### config.mk
export PLATFORM = sky130hd
export DESIGN_NAME = poly_step_sequencer
export DESIGN_NICKNAME = d
export VERILOG_FILES = /design/src/pss_pkg.sv /design/src/pss_front.sv /design/src/pss_back.sv /design/src/poly_step_sequencer.sv
export SDC_FILE = /design/constraint.sdc
export NUM_CORES = 2
export LEC_CHECK = 0
export BUFFER_PORTS_ARGS = -buffer_cell sky130_fd_sc_hd__buf_2
export CORE_MARGIN = 2
export CORE_UTILIZATION = 40
export CTS_CLUSTER_SIZE = 40
export DETAILED_ROUTE_END_ITERATION = 10
export PLACE_DENSITY = 0.57
export SKIP_CTS_REPAIR_TIMING = 1
export SYNTH_ARGS = -nofsm -noshare
export SYNTH_HDL_FRONTEND = slang
export SYNTH_SLANG_ARGS = --single-unit
### constraint.sdc
create_clock -name clock -period 6.85 [get_ports clock]
set_input_delay 0 -clock clock [delete_from_list [all_inputs] [get_ports clock]]
set_output_delay 0 -clock clock [all_outputs]
set_load 0.01 [all_outputs]
### src/pss_pkg.sv
// ----------------------------------------------------------------------------
// pss_pkg
// Shared sizes, codes, types and helpers of the polyphonic step sequencer.
// ----------------------------------------------------------------------------
package pss_pkg;

   localparam int NUM_TRACKS = 4;
   localparam int STEP_COUNT = 32;

   localparam int TRK_W  = (NUM_TRACKS > 1) ? $clog2(NUM_TRACKS) : 1;
   localparam int CNT_W  = $clog2(NUM_TRACKS + 1);
   localparam int STEP_W = $clog2(STEP_COUNT);
   localparam int LEN_W  = $clog2(STEP_COUNT + 1);
   localparam int CELLS  = NUM_TRACKS * STEP_COUNT;
   localparam int ADDR_W = $clog2(CELLS);

   localparam int QUEUE_DEPTH = 4;
   localparam int QPTR_W      = $clog2(QUEUE_DEPTH);
   localparam int QCNT_W      = $clog2(QUEUE_DEPTH + 1);

   // request codes
   localparam logic [3:0] REQ_TICK      = 4'd0;
   localparam logic [3:0] REQ_NOTE_ON   = 4'd1;
   localparam logic [3:0] REQ_NOTE_OFF  = 4'd2;
   localparam logic [3:0] REQ_START     = 4'd3;
   localparam logic [3:0] REQ_STOP      = 4'd4;
   localparam logic [3:0] REQ_CONTINUE  = 4'd5;
   localparam logic [3:0] REQ_SWITCH    = 4'd6;
   localparam logic [3:0] REQ_REC_BEGIN = 4'd7;
   localparam logic [3:0] REQ_DUB_BEGIN = 4'd8;
   localparam logic [3:0] REQ_REC_END   = 4'd9;
   localparam logic [3:0] REQ_REST      = 4'd10;
   localparam logic [3:0] REQ_TIE       = 4'd11;

   // message kinds
   localparam logic [2:0] MSG_NOTE_ON  = 3'd0;
   localparam logic [2:0] MSG_NOTE_OFF = 3'd1;
   localparam logic [2:0] MSG_START    = 3'd2;
   localparam logic [2:0] MSG_STOP     = 3'd3;
   localparam logic [2:0] MSG_TICK     = 3'd4;

   // register indexes
   localparam logic [1:0] CSR_TICKS_PER_STEP = 2'd0;
   localparam logic [1:0] CSR_MIDI_CHANNEL   = 2'd1;
   localparam logic [1:0] CSR_CLOCK_INTERNAL = 2'd2;

   localparam logic [7:0] CELL_EMPTY   = 8'hff;
   localparam logic [7:0] TIE_FLAG     = 8'h80;
   localparam logic [7:0] TIE_REQ      = 8'hfe;
   localparam logic [7:0] KEY_DEFAULT  = 8'd60;
   localparam logic [6:0] SEQ_VELOCITY = 7'd100;

   typedef struct packed {
      logic [3:0] code;
      logic [6:0] note;
      logic [6:0] vel;
      logic       src;
      logic       sw;
   } item_type;

   typedef struct packed {
      logic [6:0] tps;
      logic [3:0] chan;
      logic       clk_int;
   } cfg_type;

   typedef struct packed {
      logic [2:0] kind;
      logic [7:0] note;
      logic [6:0] vel;
   } msg_type;

   function automatic logic [ADDR_W-1:0] cell_addr(input logic [TRK_W-1:0] trk,
                                                   input logic [STEP_W-1:0] step);
      int a;
      a = int'(trk) * STEP_COUNT + int'(step);
      return a[ADDR_W-1:0];
   endfunction

endpackage

### src/pss_front.sv
// ----------------------------------------------------------------------------
// pss_front
// Accepts request items, drops unknown codes and note items on a foreign
// channel, and queues the rest for the sequencer core.
// ----------------------------------------------------------------------------
module pss_front import pss_pkg::*; (
   input  logic        clock,
   input  logic        reset,
   input  cfg_type     cfg,
   input  logic        req_tvalid,
   output logic        req_tready,
   input  logic [3:0]  req_tuser,
   input  logic [23:0] req_tdata,
   output logic        item_valid,
   input  logic        item_ready,
   output item_type    item
);

   item_type            q_ff [QUEUE_DEPTH];
   logic [QPTR_W-1:0]   wr_ff, wr_in, rd_ff, rd_in;
   logic [QCNT_W-1:0]   cnt_ff, cnt_in;
   item_type            in_item;
   logic [3:0]          in_chan;
   logic                keep, push, pop;

   always_comb begin
      in_item.code = req_tuser;
      in_item.note = req_tdata[6:0];
      in_item.vel  = req_tdata[13:7];
      in_chan      = req_tdata[17:14];
      in_item.src  = req_tdata[18];
      in_item.sw   = req_tdata[19];
      // unknown codes and note items on a foreign channel do nothing
      keep = (in_item.code <= REQ_TIE) &&
             !((in_item.code inside {REQ_NOTE_ON, REQ_NOTE_OFF}) && in_chan != cfg.chan);
   end

   assign req_tready = cnt_ff != QCNT_W'(QUEUE_DEPTH);
   assign item_valid = cnt_ff != '0;
   assign item       = q_ff[rd_ff];
   assign push       = req_tvalid && req_tready && keep;
   assign pop        = item_valid && item_ready;

   always_comb begin
      wr_in  = push ? QPTR_W'(wr_ff + 1'b1) : wr_ff;
      rd_in  = pop  ? QPTR_W'(rd_ff + 1'b1) : rd_ff;
      cnt_in = QCNT_W'(cnt_ff + QCNT_W'(push) - QCNT_W'(pop));
   end

   always_ff @(posedge clock) begin
      if (reset) begin
         wr_ff  <= '0;
         rd_ff  <= '0;
         cnt_ff <= '0;
      end else begin
         wr_ff  <= wr_in;
         rd_ff  <= rd_in;
         cnt_ff <= cnt_in;
      end
      if (push) begin
         q_ff[wr_ff] <= in_item;
      end
   end

endmodule

### src/pss_back.sv
// ----------------------------------------------------------------------------
// pss_back
// Sequencer core: pattern memory, playback and record state, message output.
// ----------------------------------------------------------------------------
module pss_back import pss_pkg::*; (
   input  logic     clock,
   input  logic     reset,
   input  cfg_type  cfg,
   input  logic     item_valid,
   output logic     item_ready,
   input  item_type item,
   output logic     rsp_valid,
   input  logic     rsp_ready,
   output msg_type  rsp_msg,
   output logic     rsp_last
);

   localparam logic [3:0] S_IDLE     = 4'd0;
   localparam logic [3:0] S_RD       = 4'd1;
   localparam logic [3:0] S_REL      = 4'd2;
   localparam logic [3:0] S_ON       = 4'd3;
   localparam logic [3:0] S_STEP_END = 4'd4;
   localparam logic [3:0] S_WR       = 4'd5;
   localparam logic [3:0] S_REC_END  = 4'd6;
   localparam logic [3:0] S_STOP     = 4'd7;
   localparam logic [3:0] S_STOP_END = 4'd8;
   localparam logic [3:0] S_FIN      = 4'd9;

   logic [3:0]        state_ff, state_in;
   logic [CNT_W-1:0]  cnt_ff, cnt_in;
   item_type          cur_ff, cur_in;
   logic              rec_op_ff, rec_op_in, pass_ff, pass_in;
   logic [7:0]        rec_nt_ff, rec_nt_in;

   logic              running_ff, running_in, recording_ff, recording_in;
   logic              dubbing_ff, dubbing_in;
   logic [6:0]        tick_ff, tick_in;
   logic [STEP_W-1:0] play_ff, play_in, edit_ff, edit_in;
   logic [LEN_W-1:0]  len_ff, len_in;
   logic [7:0]        root_ff, root_in, latest_ff, latest_in, prev_ff, prev_in;
   logic [7:0]        raw_ff [NUM_TRACKS];
   logic [7:0]        raw_in [NUM_TRACKS];
   logic [7:0]        shifted_ff [NUM_TRACKS];
   logic [7:0]        shifted_in [NUM_TRACKS];
   logic [7:0]        row_ff [NUM_TRACKS];
   logic [7:0]        row_in [NUM_TRACKS];

   logic [7:0]        mem [CELLS];
   logic              vld_ff [CELLS];
   logic [7:0]        rd_data_ff;
   logic              rd_vld_ff;
   logic              mem_we;
   logic [ADDR_W-1:0] mem_waddr, mem_raddr;
   logic [7:0]        mem_wdata;

   logic              pend_valid_ff, pend_valid_in;
   msg_type           pend_ff, pend_in;
   logic              out_valid_ff, out_valid_in, out_last_ff, out_last_in;
   msg_type           out_ff, out_in;

   logic              emit, flush, out_free, can_emit;
   msg_type           emit_msg;

   // record helpers
   logic [7:0]        rec_data, rec_prev;
   logic [7:0]        new_row [NUM_TRACKS];
   logic [7:0]        base_row [NUM_TRACKS];
   logic              placed;

   logic [TRK_W-1:0]  idx, idx_m1;
   logic [CNT_W-1:0]  cnt_m1;
   logic              cnt_at_end, tied;
   logic [6:0]        tick_nx;
   logic [STEP_W:0]   step_nx;
   logic              start_req, stop_req, set_key;
   logic [7:0]        cur_cell, shifted;

   assign out_free = !out_valid_ff || rsp_ready;
   assign can_emit = !pend_valid_ff || out_free;
   assign cnt_m1   = cnt_ff - 1'b1;
   assign idx      = cnt_ff[TRK_W-1:0];
   assign idx_m1   = cnt_m1[TRK_W-1:0];
   assign cnt_at_end = cnt_ff == CNT_W'(NUM_TRACKS - 1);
   assign cur_cell = row_ff[idx];
   assign shifted  = cur_cell + latest_ff - root_ff;

   always_comb begin
      tied = 1'b0;
      for (int u = 0; u < NUM_TRACKS; u++) begin
         if (row_ff[u] == (raw_ff[idx] | TIE_FLAG)) begin
            tied = 1'b1;
         end
      end
   end

   always_comb begin
      rec_data = rec_nt_ff;
      rec_prev = prev_ff;
      if (rec_nt_ff == TIE_REQ && prev_ff != CELL_EMPTY) begin
         rec_data = TIE_FLAG | prev_ff;
      end else if (rec_nt_ff == CELL_EMPTY) begin
         rec_data = CELL_EMPTY;
      end else begin
         rec_prev = rec_nt_ff;
      end
      placed = 1'b0;
      for (int t = 0; t < NUM_TRACKS; t++) begin
         base_row[t] = recording_ff ? CELL_EMPTY : row_ff[t];
         new_row[t]  = base_row[t];
      end
      // first free track takes the note, track 0 when the step is full
      if (rec_data != CELL_EMPTY) begin
         for (int t = 0; t < NUM_TRACKS; t++) begin
            if (!placed && base_row[t] == CELL_EMPTY) begin
               new_row[t] = rec_data;
               placed     = 1'b1;
            end
         end
         if (!placed) begin
            new_row[0] = rec_data;
         end
      end
   end

   always_comb begin
      state_in     = state_ff;
      cnt_in       = cnt_ff;
      cur_in       = cur_ff;
      rec_op_in    = rec_op_ff;
      pass_in      = pass_ff;
      rec_nt_in    = rec_nt_ff;
      running_in   = running_ff;
      recording_in = recording_ff;
      dubbing_in   = dubbing_ff;
      tick_in      = tick_ff;
      play_in      = play_ff;
      edit_in      = edit_ff;
      len_in       = len_ff;
      root_in      = root_ff;
      latest_in    = latest_ff;
      prev_in      = prev_ff;
      raw_in       = raw_ff;
      shifted_in   = shifted_ff;
      row_in       = row_ff;
      item_ready   = 1'b0;
      mem_we       = 1'b0;
      mem_waddr    = '0;
      mem_wdata    = '0;
      mem_raddr    = '0;
      emit         = 1'b0;
      emit_msg     = '0;
      flush        = 1'b0;
      start_req    = 1'b0;
      stop_req     = 1'b0;
      set_key      = 1'b0;
      tick_nx      = tick_ff + 1'b1;
      step_nx      = '0;

      case (state_ff)
         S_IDLE: begin
            item_ready = 1'b1;
            if (item_valid) begin
               cur_in   = item;
               state_in = S_FIN;
               cnt_in   = '0;
               case (item.code)
                  REQ_TICK: begin
                     if (item.src == cfg.clk_int && running_ff) begin
                        if (cfg.clk_int) begin
                           emit          = 1'b1;
                           emit_msg.kind = MSG_TICK;
                        end
                        if (tick_nx < cfg.tps) begin
                           tick_in = tick_nx;
                        end else begin
                           tick_in   = '0;
                           rec_op_in = 1'b0;
                           state_in  = S_RD;
                        end
                     end
                  end
                  REQ_NOTE_ON: begin
                     if (recording_ff || dubbing_ff) begin
                        rec_op_in = 1'b1;
                        pass_in   = !running_ff;
                        rec_nt_in = {1'b0, item.note};
                        state_in  = S_RD;
                     end else if (running_ff && cfg.clk_int &&
                                  {1'b0, item.note} == latest_ff) begin
                        stop_req = 1'b1;
                     end else if (cfg.clk_int) begin
                        start_req = 1'b1;
                        set_key   = 1'b1;
                     end else begin
                        if (!running_ff) begin
                           emit          = 1'b1;
                           emit_msg.kind = MSG_NOTE_ON;
                           emit_msg.note = {1'b0, item.note};
                           emit_msg.vel  = item.vel;
                        end else begin
                           latest_in = {1'b0, item.note};
                        end
                     end
                  end
                  REQ_NOTE_OFF: begin
                     if (!running_ff) begin
                        emit          = 1'b1;
                        emit_msg.kind = MSG_NOTE_OFF;
                        emit_msg.note = {1'b0, item.note};
                        emit_msg.vel  = item.vel;
                     end
                  end
                  REQ_START: start_req = !cfg.clk_int;
                  REQ_STOP: stop_req = !cfg.clk_int;
                  REQ_CONTINUE: start_req = 1'b1;
                  REQ_SWITCH: begin
                     start_req = item.sw;
                     stop_req  = !item.sw;
                  end
                  REQ_REC_BEGIN: begin
                     edit_in      = '0;
                     recording_in = 1'b1;
                     dubbing_in   = 1'b0;
                     len_in       = '0;
                     prev_in      = CELL_EMPTY;
                  end
                  REQ_DUB_BEGIN: begin
                     edit_in      = '0;
                     recording_in = 1'b0;
                     dubbing_in   = 1'b1;
                     prev_in      = CELL_EMPTY;
                  end
                  REQ_REC_END: begin
                     recording_in = 1'b0;
                     dubbing_in   = 1'b0;
                  end
                  REQ_REST, REQ_TIE: begin
                     if (recording_ff || dubbing_ff) begin
                        rec_op_in = 1'b1;
                        pass_in   = 1'b0;
                        rec_nt_in = (item.code == REQ_REST) ? CELL_EMPTY : TIE_REQ;
                        state_in  = S_RD;
                     end
                  end
                  default: ;
               endcase
               if (start_req && !running_ff) begin
                  if (cfg.clk_int) begin
                     emit          = 1'b1;
                     emit_msg.kind = MSG_START;
                  end
                  tick_in    = cfg.tps - 1'b1;
                  root_in    = KEY_DEFAULT;
                  latest_in  = KEY_DEFAULT;
                  running_in = 1'b1;
                  play_in    = '0;
                  for (int t = 0; t < NUM_TRACKS; t++) begin
                     raw_in[t] = CELL_EMPTY;
                  end
               end
               if (set_key) begin
                  root_in   = {1'b0, item.note};
                  latest_in = {1'b0, item.note};
               end
               if (stop_req && running_ff) begin
                  running_in = 1'b0;
                  state_in   = S_STOP;
               end
            end
         end
         S_RD: begin
            // one read issued a cycle, its data lands in the cycle after
            if (cnt_ff != CNT_W'(NUM_TRACKS)) begin
               mem_raddr = cell_addr(idx, rec_op_ff ? edit_ff : play_ff);
            end
            if (cnt_ff != '0) begin
               row_in[idx_m1] = rd_vld_ff ? rd_data_ff : CELL_EMPTY;
            end
            if (cnt_ff == CNT_W'(NUM_TRACKS)) begin
               cnt_in   = '0;
               state_in = rec_op_ff ? S_WR : S_REL;
            end else begin
               cnt_in = cnt_ff + 1'b1;
            end
         end
         S_REL: begin
            if (raw_ff[idx] != CELL_EMPTY && !tied) begin
               if (can_emit) begin
                  emit          = 1'b1;
                  emit_msg.kind = MSG_NOTE_OFF;
                  emit_msg.note = shifted_ff[idx];
                  raw_in[idx]   = CELL_EMPTY;
               end
            end
            if (!(raw_ff[idx] != CELL_EMPTY && !tied) || can_emit) begin
               cnt_in = cnt_ff + 1'b1;
               if (cnt_at_end) begin
                  cnt_in   = '0;
                  state_in = S_ON;
               end
            end
         end
         S_ON: begin
            if (cur_cell < TIE_FLAG) begin
               if (can_emit) begin
                  emit            = 1'b1;
                  emit_msg.kind   = MSG_NOTE_ON;
                  emit_msg.note   = shifted;
                  emit_msg.vel    = SEQ_VELOCITY;
                  raw_in[idx]     = cur_cell;
                  shifted_in[idx] = shifted;
               end
            end
            if (!(cur_cell < TIE_FLAG) || can_emit) begin
               cnt_in = cnt_ff + 1'b1;
               if (cnt_at_end) begin
                  cnt_in   = '0;
                  state_in = S_STEP_END;
               end
            end
         end
         S_STEP_END: begin
            step_nx = {1'b0, play_ff} + 1'b1;
            if (step_nx >= len_ff || step_nx >= (STEP_W+1)'(STEP_COUNT)) begin
               step_nx = '0;
            end
            play_in  = step_nx[STEP_W-1:0];
            state_in = S_FIN;
         end
         S_WR: begin
            mem_we    = 1'b1;
            mem_waddr = cell_addr(idx, edit_ff);
            mem_wdata = new_row[idx];
            cnt_in    = cnt_ff + 1'b1;
            if (cnt_at_end) begin
               cnt_in   = '0;
               state_in = S_REC_END;
            end
         end
         S_REC_END: begin
            prev_in = rec_prev;
            step_nx = {1'b0, edit_ff} + 1'b1;
            if (step_nx >= (STEP_W+1)'(STEP_COUNT)) begin
               step_nx = '0;
            end
            if (dubbing_ff && step_nx >= len_ff) begin
               step_nx = '0;
            end
            edit_in = step_nx[STEP_W-1:0];
            if (recording_ff) begin
               len_in = LEN_W'(step_nx);
            end
            if (pass_ff) begin
               emit          = 1'b1;
               emit_msg.kind = MSG_NOTE_ON;
               emit_msg.note = {1'b0, cur_ff.note};
               emit_msg.vel  = cur_ff.vel;
            end
            state_in = S_FIN;
         end
         S_STOP: begin
            if (raw_ff[idx] != CELL_EMPTY) begin
               if (can_emit) begin
                  emit          = 1'b1;
                  emit_msg.kind = MSG_NOTE_OFF;
                  emit_msg.note = shifted_ff[idx];
               end
            end
            if (raw_ff[idx] == CELL_EMPTY || can_emit) begin
               cnt_in = cnt_ff + 1'b1;
               if (cnt_at_end) begin
                  cnt_in   = '0;
                  state_in = S_STOP_END;
               end
            end
         end
         S_STOP_END: begin
            if (!cfg.clk_int) begin
               state_in = S_FIN;
            end else if (can_emit) begin
               emit          = 1'b1;
               emit_msg.kind = MSG_STOP;
               state_in      = S_FIN;
            end
         end
         S_FIN: begin
            // held message goes out marked as the item's last
            if (!pend_valid_ff) begin
               state_in = S_IDLE;
            end else if (out_free) begin
               flush    = 1'b1;
               state_in = S_IDLE;
            end
         end
         default: state_in = S_IDLE;
      endcase
   end

   always_comb begin
      out_valid_in  = out_valid_ff && !rsp_ready;
      out_in        = out_ff;
      out_last_in   = out_last_ff;
      pend_valid_in = pend_valid_ff;
      pend_in       = pend_ff;
      if ((emit && pend_valid_ff) || flush) begin
         out_valid_in = 1'b1;
         out_in       = pend_ff;
         out_last_in  = flush;
      end
      if (emit) begin
         pend_valid_in = 1'b1;
         pend_in       = emit_msg;
      end else if (flush) begin
         pend_valid_in = 1'b0;
      end
   end

   assign rsp_valid = out_valid_ff;
   assign rsp_msg   = out_ff;
   assign rsp_last  = out_last_ff;

   always_ff @(posedge clock) begin
      if (mem_we) begin
         mem[mem_waddr] <= mem_wdata;
      end
      rd_data_ff <= mem[mem_raddr];
      rd_vld_ff  <= vld_ff[mem_raddr];
   end

   always_ff @(posedge clock) begin
      if (reset) begin
         for (int i = 0; i < CELLS; i++) begin
            vld_ff[i] <= 1'b0;
         end
      end else if (mem_we) begin
         vld_ff[mem_waddr] <= 1'b1;
      end
   end

   always_ff @(posedge clock) begin
      if (reset) begin
         state_ff      <= S_IDLE;
         cnt_ff        <= '0;
         running_ff    <= 1'b0;
         recording_ff  <= 1'b0;
         dubbing_ff    <= 1'b0;
         tick_ff       <= '0;
         play_ff       <= '0;
         edit_ff       <= '0;
         len_ff        <= '0;
         root_ff       <= KEY_DEFAULT;
         latest_ff     <= KEY_DEFAULT;
         prev_ff       <= CELL_EMPTY;
         pend_valid_ff <= 1'b0;
         out_valid_ff  <= 1'b0;
         for (int t = 0; t < NUM_TRACKS; t++) begin
            raw_ff[t] <= CELL_EMPTY;
         end
      end else begin
         state_ff      <= state_in;
         cnt_ff        <= cnt_in;
         running_ff    <= running_in;
         recording_ff  <= recording_in;
         dubbing_ff    <= dubbing_in;
         tick_ff       <= tick_in;
         play_ff       <= play_in;
         edit_ff       <= edit_in;
         len_ff        <= len_in;
         root_ff       <= root_in;
         latest_ff     <= latest_in;
         prev_ff       <= prev_in;
         pend_valid_ff <= pend_valid_in;
         out_valid_ff  <= out_valid_in;
         raw_ff        <= raw_in;
      end
      cur_ff      <= cur_in;
      rec_op_ff   <= rec_op_in;
      pass_ff     <= pass_in;
      rec_nt_ff   <= rec_nt_in;
      shifted_ff  <= shifted_in;
      row_ff      <= row_in;
      pend_ff     <= pend_in;
      out_ff      <= out_in;
      out_last_ff <= out_last_in;
   end

endmodule

### src/poly_step_sequencer.sv
// ----------------------------------------------------------------------------
// poly_step_sequencer
// Polyphonic step sequencer: a request queue feeding a sequencer core.
// ----------------------------------------------------------------------------
// channel | ports      | dir | payload
// request | req_t*     | in  | tuser: req_type[3:0]
//         |            |     | tdata: note[6:0] velocity[13:7] event_channel[17:14]
//         |            |     |        tick_src[18] switch_value[19]
// result  | rsp_t*     | out | tuser: msg_kind[2:0]
//         |            |     | tdata: out_note[7:0] out_velocity[14:8]; tlast: last
// config  | csr_*      | in  | csr_index, csr_data
//
// A step runs a row read through the registered memory port, a release pass
// and a note-on pass in the core; a recorded item runs a row read and a row
// write.
// One message leaves per cycle at most; a stalled result stalls the core,
// while the request queue keeps taking items until it is full.
// Reset is synchronous; the pattern memory reads empty at once via per-cell
// valid bits.
// ----------------------------------------------------------------------------
module poly_step_sequencer import pss_pkg::*; (
   input  logic        clock,
   input  logic        reset,
   input  logic        req_tvalid,
   output logic        req_tready,
   input  logic [3:0]  req_tuser,   // req_type
   input  logic [23:0] req_tdata,   // note, velocity, event_channel,
                                    // tick_src, switch_value, zero pad
   output logic        rsp_tvalid,
   input  logic        rsp_tready,
   output logic [2:0]  rsp_tuser,   // msg_kind
   output logic [15:0] rsp_tdata,   // out_note, out_velocity, zero pad
   output logic        rsp_tlast,
   input  logic        csr_valid,
   output logic        csr_ready,
   input  logic [1:0]  csr_index,
   input  logic [6:0]  csr_data
);

   cfg_type  cfg_ff;
   logic     item_valid, item_ready;
   item_type item;
   msg_type  rsp_msg;

   assign csr_ready = 1'b1;

   always_ff @(posedge clock) begin
      if (reset) begin
         cfg_ff.tps     <= 7'd6;
         cfg_ff.chan    <= 4'd0;
         cfg_ff.clk_int <= 1'b1;
      end else if (csr_valid) begin
         case (csr_index)
            CSR_TICKS_PER_STEP: cfg_ff.tps     <= csr_data;
            CSR_MIDI_CHANNEL:   cfg_ff.chan    <= csr_data[3:0];
            CSR_CLOCK_INTERNAL: cfg_ff.clk_int <= csr_data[0];
            default: ;
         endcase
      end
   end

   pss_front u_front (
      .clock      (clock),
      .reset      (reset),
      .cfg        (cfg_ff),
      .req_tvalid (req_tvalid),
      .req_tready (req_tready),
      .req_tuser  (req_tuser),
      .req_tdata  (req_tdata),
      .item_valid (item_valid),
      .item_ready (item_ready),
      .item       (item)
   );

   pss_back u_back (
      .clock      (clock),
      .reset      (reset),
      .cfg        (cfg_ff),
      .item_valid (item_valid),
      .item_ready (item_ready),
      .item       (item),
      .rsp_valid  (rsp_tvalid),
      .rsp_ready  (rsp_tready),
      .rsp_msg    (rsp_msg),
      .rsp_last   (rsp_tlast)
   );

   assign rsp_tuser = rsp_msg.kind;
   assign rsp_tdata = {1'b0, rsp_msg.vel, rsp_msg.note};

endmodule

==> metrics.yaml <==
async_reset_ff_share_pct: 0
synth_top_area_cell: "edfxtp_1"
dpl.hpwl_microns: 101000
fin_setup_tns_ps: 0
cts_tree: "done"
io_pins: 65
cts_made_buffers: 155
cp-start-kind: "register"
vias: 41000
irDropWorstVdd_uv: 265
synth_most_common_cell: "edfxtp_1"
drive_gt1_share_pct: 9.03
h-tree-depth: 4
relSlewSlack_pct: 14.6
crit_arrival_ps: 5560
outcome: "finished with violations"
drtIter0Drc: 4456
grt_pass1_wl_microns: 258000
dieArea_sq_um: 155000
overflow: 0
leakagePower_nw: 22.5
timing.fmax_mhz: 204
clkTransAtPathRegs_ps: 60
finalHoldViolCount: 2
hold_ws_ps: -3.28
cellPowerDensity_nw_per_um2: 304
gp_congestion: 0.851
clock_path_buffers: 3
drt-total-wl_microns: 174000
postLayoutCoreUtil_pct: 45.7
final.setup_skew_ps: 46.7
core_sq_um: 152000
grt_max_degree: 162
dr.pass1.iters: 5
required_ps: 7510
fp-row-count: 143
place_area_sq_um: 63600
netlist.area_leader.share_pct: 60.6
ys_seq_area_share_pct: 68.7
area_delta_synth_final_pct: 13.8
cts_root_buf: "clkbuf_16"
antenna_cells: 0
drv_slew: 0
grt_usage_pct: 21.9
fin_crit_ps: 4900
grt_pass1_vias: 38900
drc_errors: 0
end_kind: "register"
rsz0062_at_grt: "no"
nNetsFinal: 5088
die_h_microns: 394
tightestPinTransition_ps: 1270
final_cell_area_sq_um: 69300
synth_commonest_cells: "edfxtp_1 (1229), nand2_1 (799), nor2_1 (586), nand3_1 (252), dfxtp_1 (247)"
total_power_mw: 21.1
synth_cell_types: 84
clock_latency_ps: 820
min_path_type: "in2reg"
synth_edf_count: 1229
synth-seq-cells: 1476
wl_per_cell_microns: 24.3
yosysWarnings: 0
cts_sinks: 1476
syn_area_sq_um: 60900
crit_type: "reg2reg"
dieWidth_microns: 394
synth_area_per_cell_sq_um: 12.3
violations: "negative hold slack"
avgViaCountPerCell: 5.73
drtAntennaViolNets: 0
maxCapViolCount: 0
setup_viol: 0
crit_fanout: 17
antenna_found_initial: 3
yosys_most_used_dff: "edfxtp_1"
netlist_top_cells_area: "edfxtp_1 (61%), dfxtp_1 (8.1%), nand2_1 (4.9%), nor2_1 (3.6%), nand3_1 (2.1%)"
portBuffers: 58
netlist_instances: 4934
period_share_pct: 71.5
initial_core_util_pct: 40.2
## worst max-delay path, cell delays in order, from the launching register on
cell and delay, ps:
dfxtp_1 500, or4b_1 880, nor3_1 660, nand2_1 530, nor3_1 1120, buf_4 310, nand3_1 80, o2111ai_1 110
a31oi_1 140, a32oi_1 330, a211oi_1 70
## registers in the layout, summed over array words and instances, names as in the netlist, 4 cells and up, named ones only
name	flops
u_back.len_ff	6
u_back.mem	1024
u_back.root_ff	7
u_back.edit_ff	5
u_back.pend_ff	18
u_back.state_ff	4
u_back.tick_ff	7
u_back.cur_ff	14
cfg_ff	12
u_back.shifted_ff	32
u_back.play_ff	5
u_back.rsp_msg	18
u_back.vld_ff	128
u_back.latest_ff	7
u_back.row_ff	32
u_back.rd_data_ff	8
u_front.q_ff	80
u_back.raw_ff	32
u_back.rec_nt_ff	8
u_back.prev_ff	8
## cells in the final DEF (no fill, tap or decap), types with 33 or more instances in the layout
| cell type | instances |
|---|---|
| inv_1 | 70 |
| o21ai_0 | 124 |
| and3_1 | 69 |
| o31ai_1 | 33 |
| a21oi_1 | 129 |
| edfxtp_1 | 1229 |
| clkbuf_16 | 157 |
| a211oi_1 | 49 |
| buf_2 | 57 |
| xnor2_1 | 49 |
| nor2_1 | 582 |
| nand3_1 | 248 |
| clkbuf_1 | 52 |
| a31oi_1 | 87 |
| nand2_1 | 796 |
| o22ai_1 | 53 |
| mux4_2 | 43 |
| dfxtp_1 | 245 |
| mux2i_1 | 51 |
| ha_1 | 46 |
| buf_4 | 76 |
| a311oi_1 | 66 |
| dlygate4sd3_1 | 67 |
| o221ai_1 | 93 |
| nor3_1 | 129 |
## area by class of cell
type	instances	area, sq um
Clock inverter	61	618
Multi-Input combinational cell	3071	17700
Clock buffer	229	4400
Tap cell	2030	2540
Sequential cell	1476	41900
Fill cell	13600	82300
Inverter	71	267
Timing Repair Buffer	217	1860
## logic make-up after synthesis
family | share of synthesized area [%]
and+or+nand+nor | 14.1
DFF | 68.7
AOI/OAI and AO/OA | 9.86
buffers and inverters | 2.49
muxes | 2.61
xor gates and xnor gates | 0.978
adders and majority gates | 1.21
other | 0.0123
## metal layers
metal | global-route usage [%] | routed length, microns | vias to the layer above
met3 | 3.41 | 13000 | 285
li1 | - | - | 18500
met2 | 34.2 | 80700 | 1652
met5 | 0 | 32 | -
met4 | 7.57 | 5150 | 6
met1 | 31.2 | 74600 | 20500
## power breakdown
part	leakage, nW	internal, mW	switching (mW)
logic	7.53	0.778	1.75
clock network	2.44	4.69	3.59
registers	12.5	10.1	0.141
## metrics by stage
step	worst slack, ps	std cells	hold WS, ps
2_1_floorplan	114	4935	98.9
3_3_place_gp	2190	6798	213
3_5_place_dp	2090	6798	220
4_1_cts	2070	7088	-647
5_1_grt	1710	7155	-7.35
6_report	1950	7155	-3.28
## final timing paths
| check | slack [ps] | end | cells after the start | start |
|---|---|---|---|---|
| worst max register to register | 1950 | u_back.rd_data_ff[3]$_DFF_P_ | 10 | u_back.state_ff[1]$_SDFFE_PP0P_ |
| worst min register to register | 420 | u_back.rsp_msg[2]$_DFFE_PP_ | 0 | u_back.pend_ff[2]$_SDFFCE_PN0P_ |
| worst min-delay path | -3 | u_front.q_ff[1][8]$_DFFE_PP_ | 2 | req_tdata[13] |
| worst max-delay path | 1950 | u_back.rd_data_ff[3]$_DFF_P_ | 10 | u_back.state_ff[1]$_SDFFE_PP0P_ |
No activity file was read; power rests on OpenSTA's default activity.
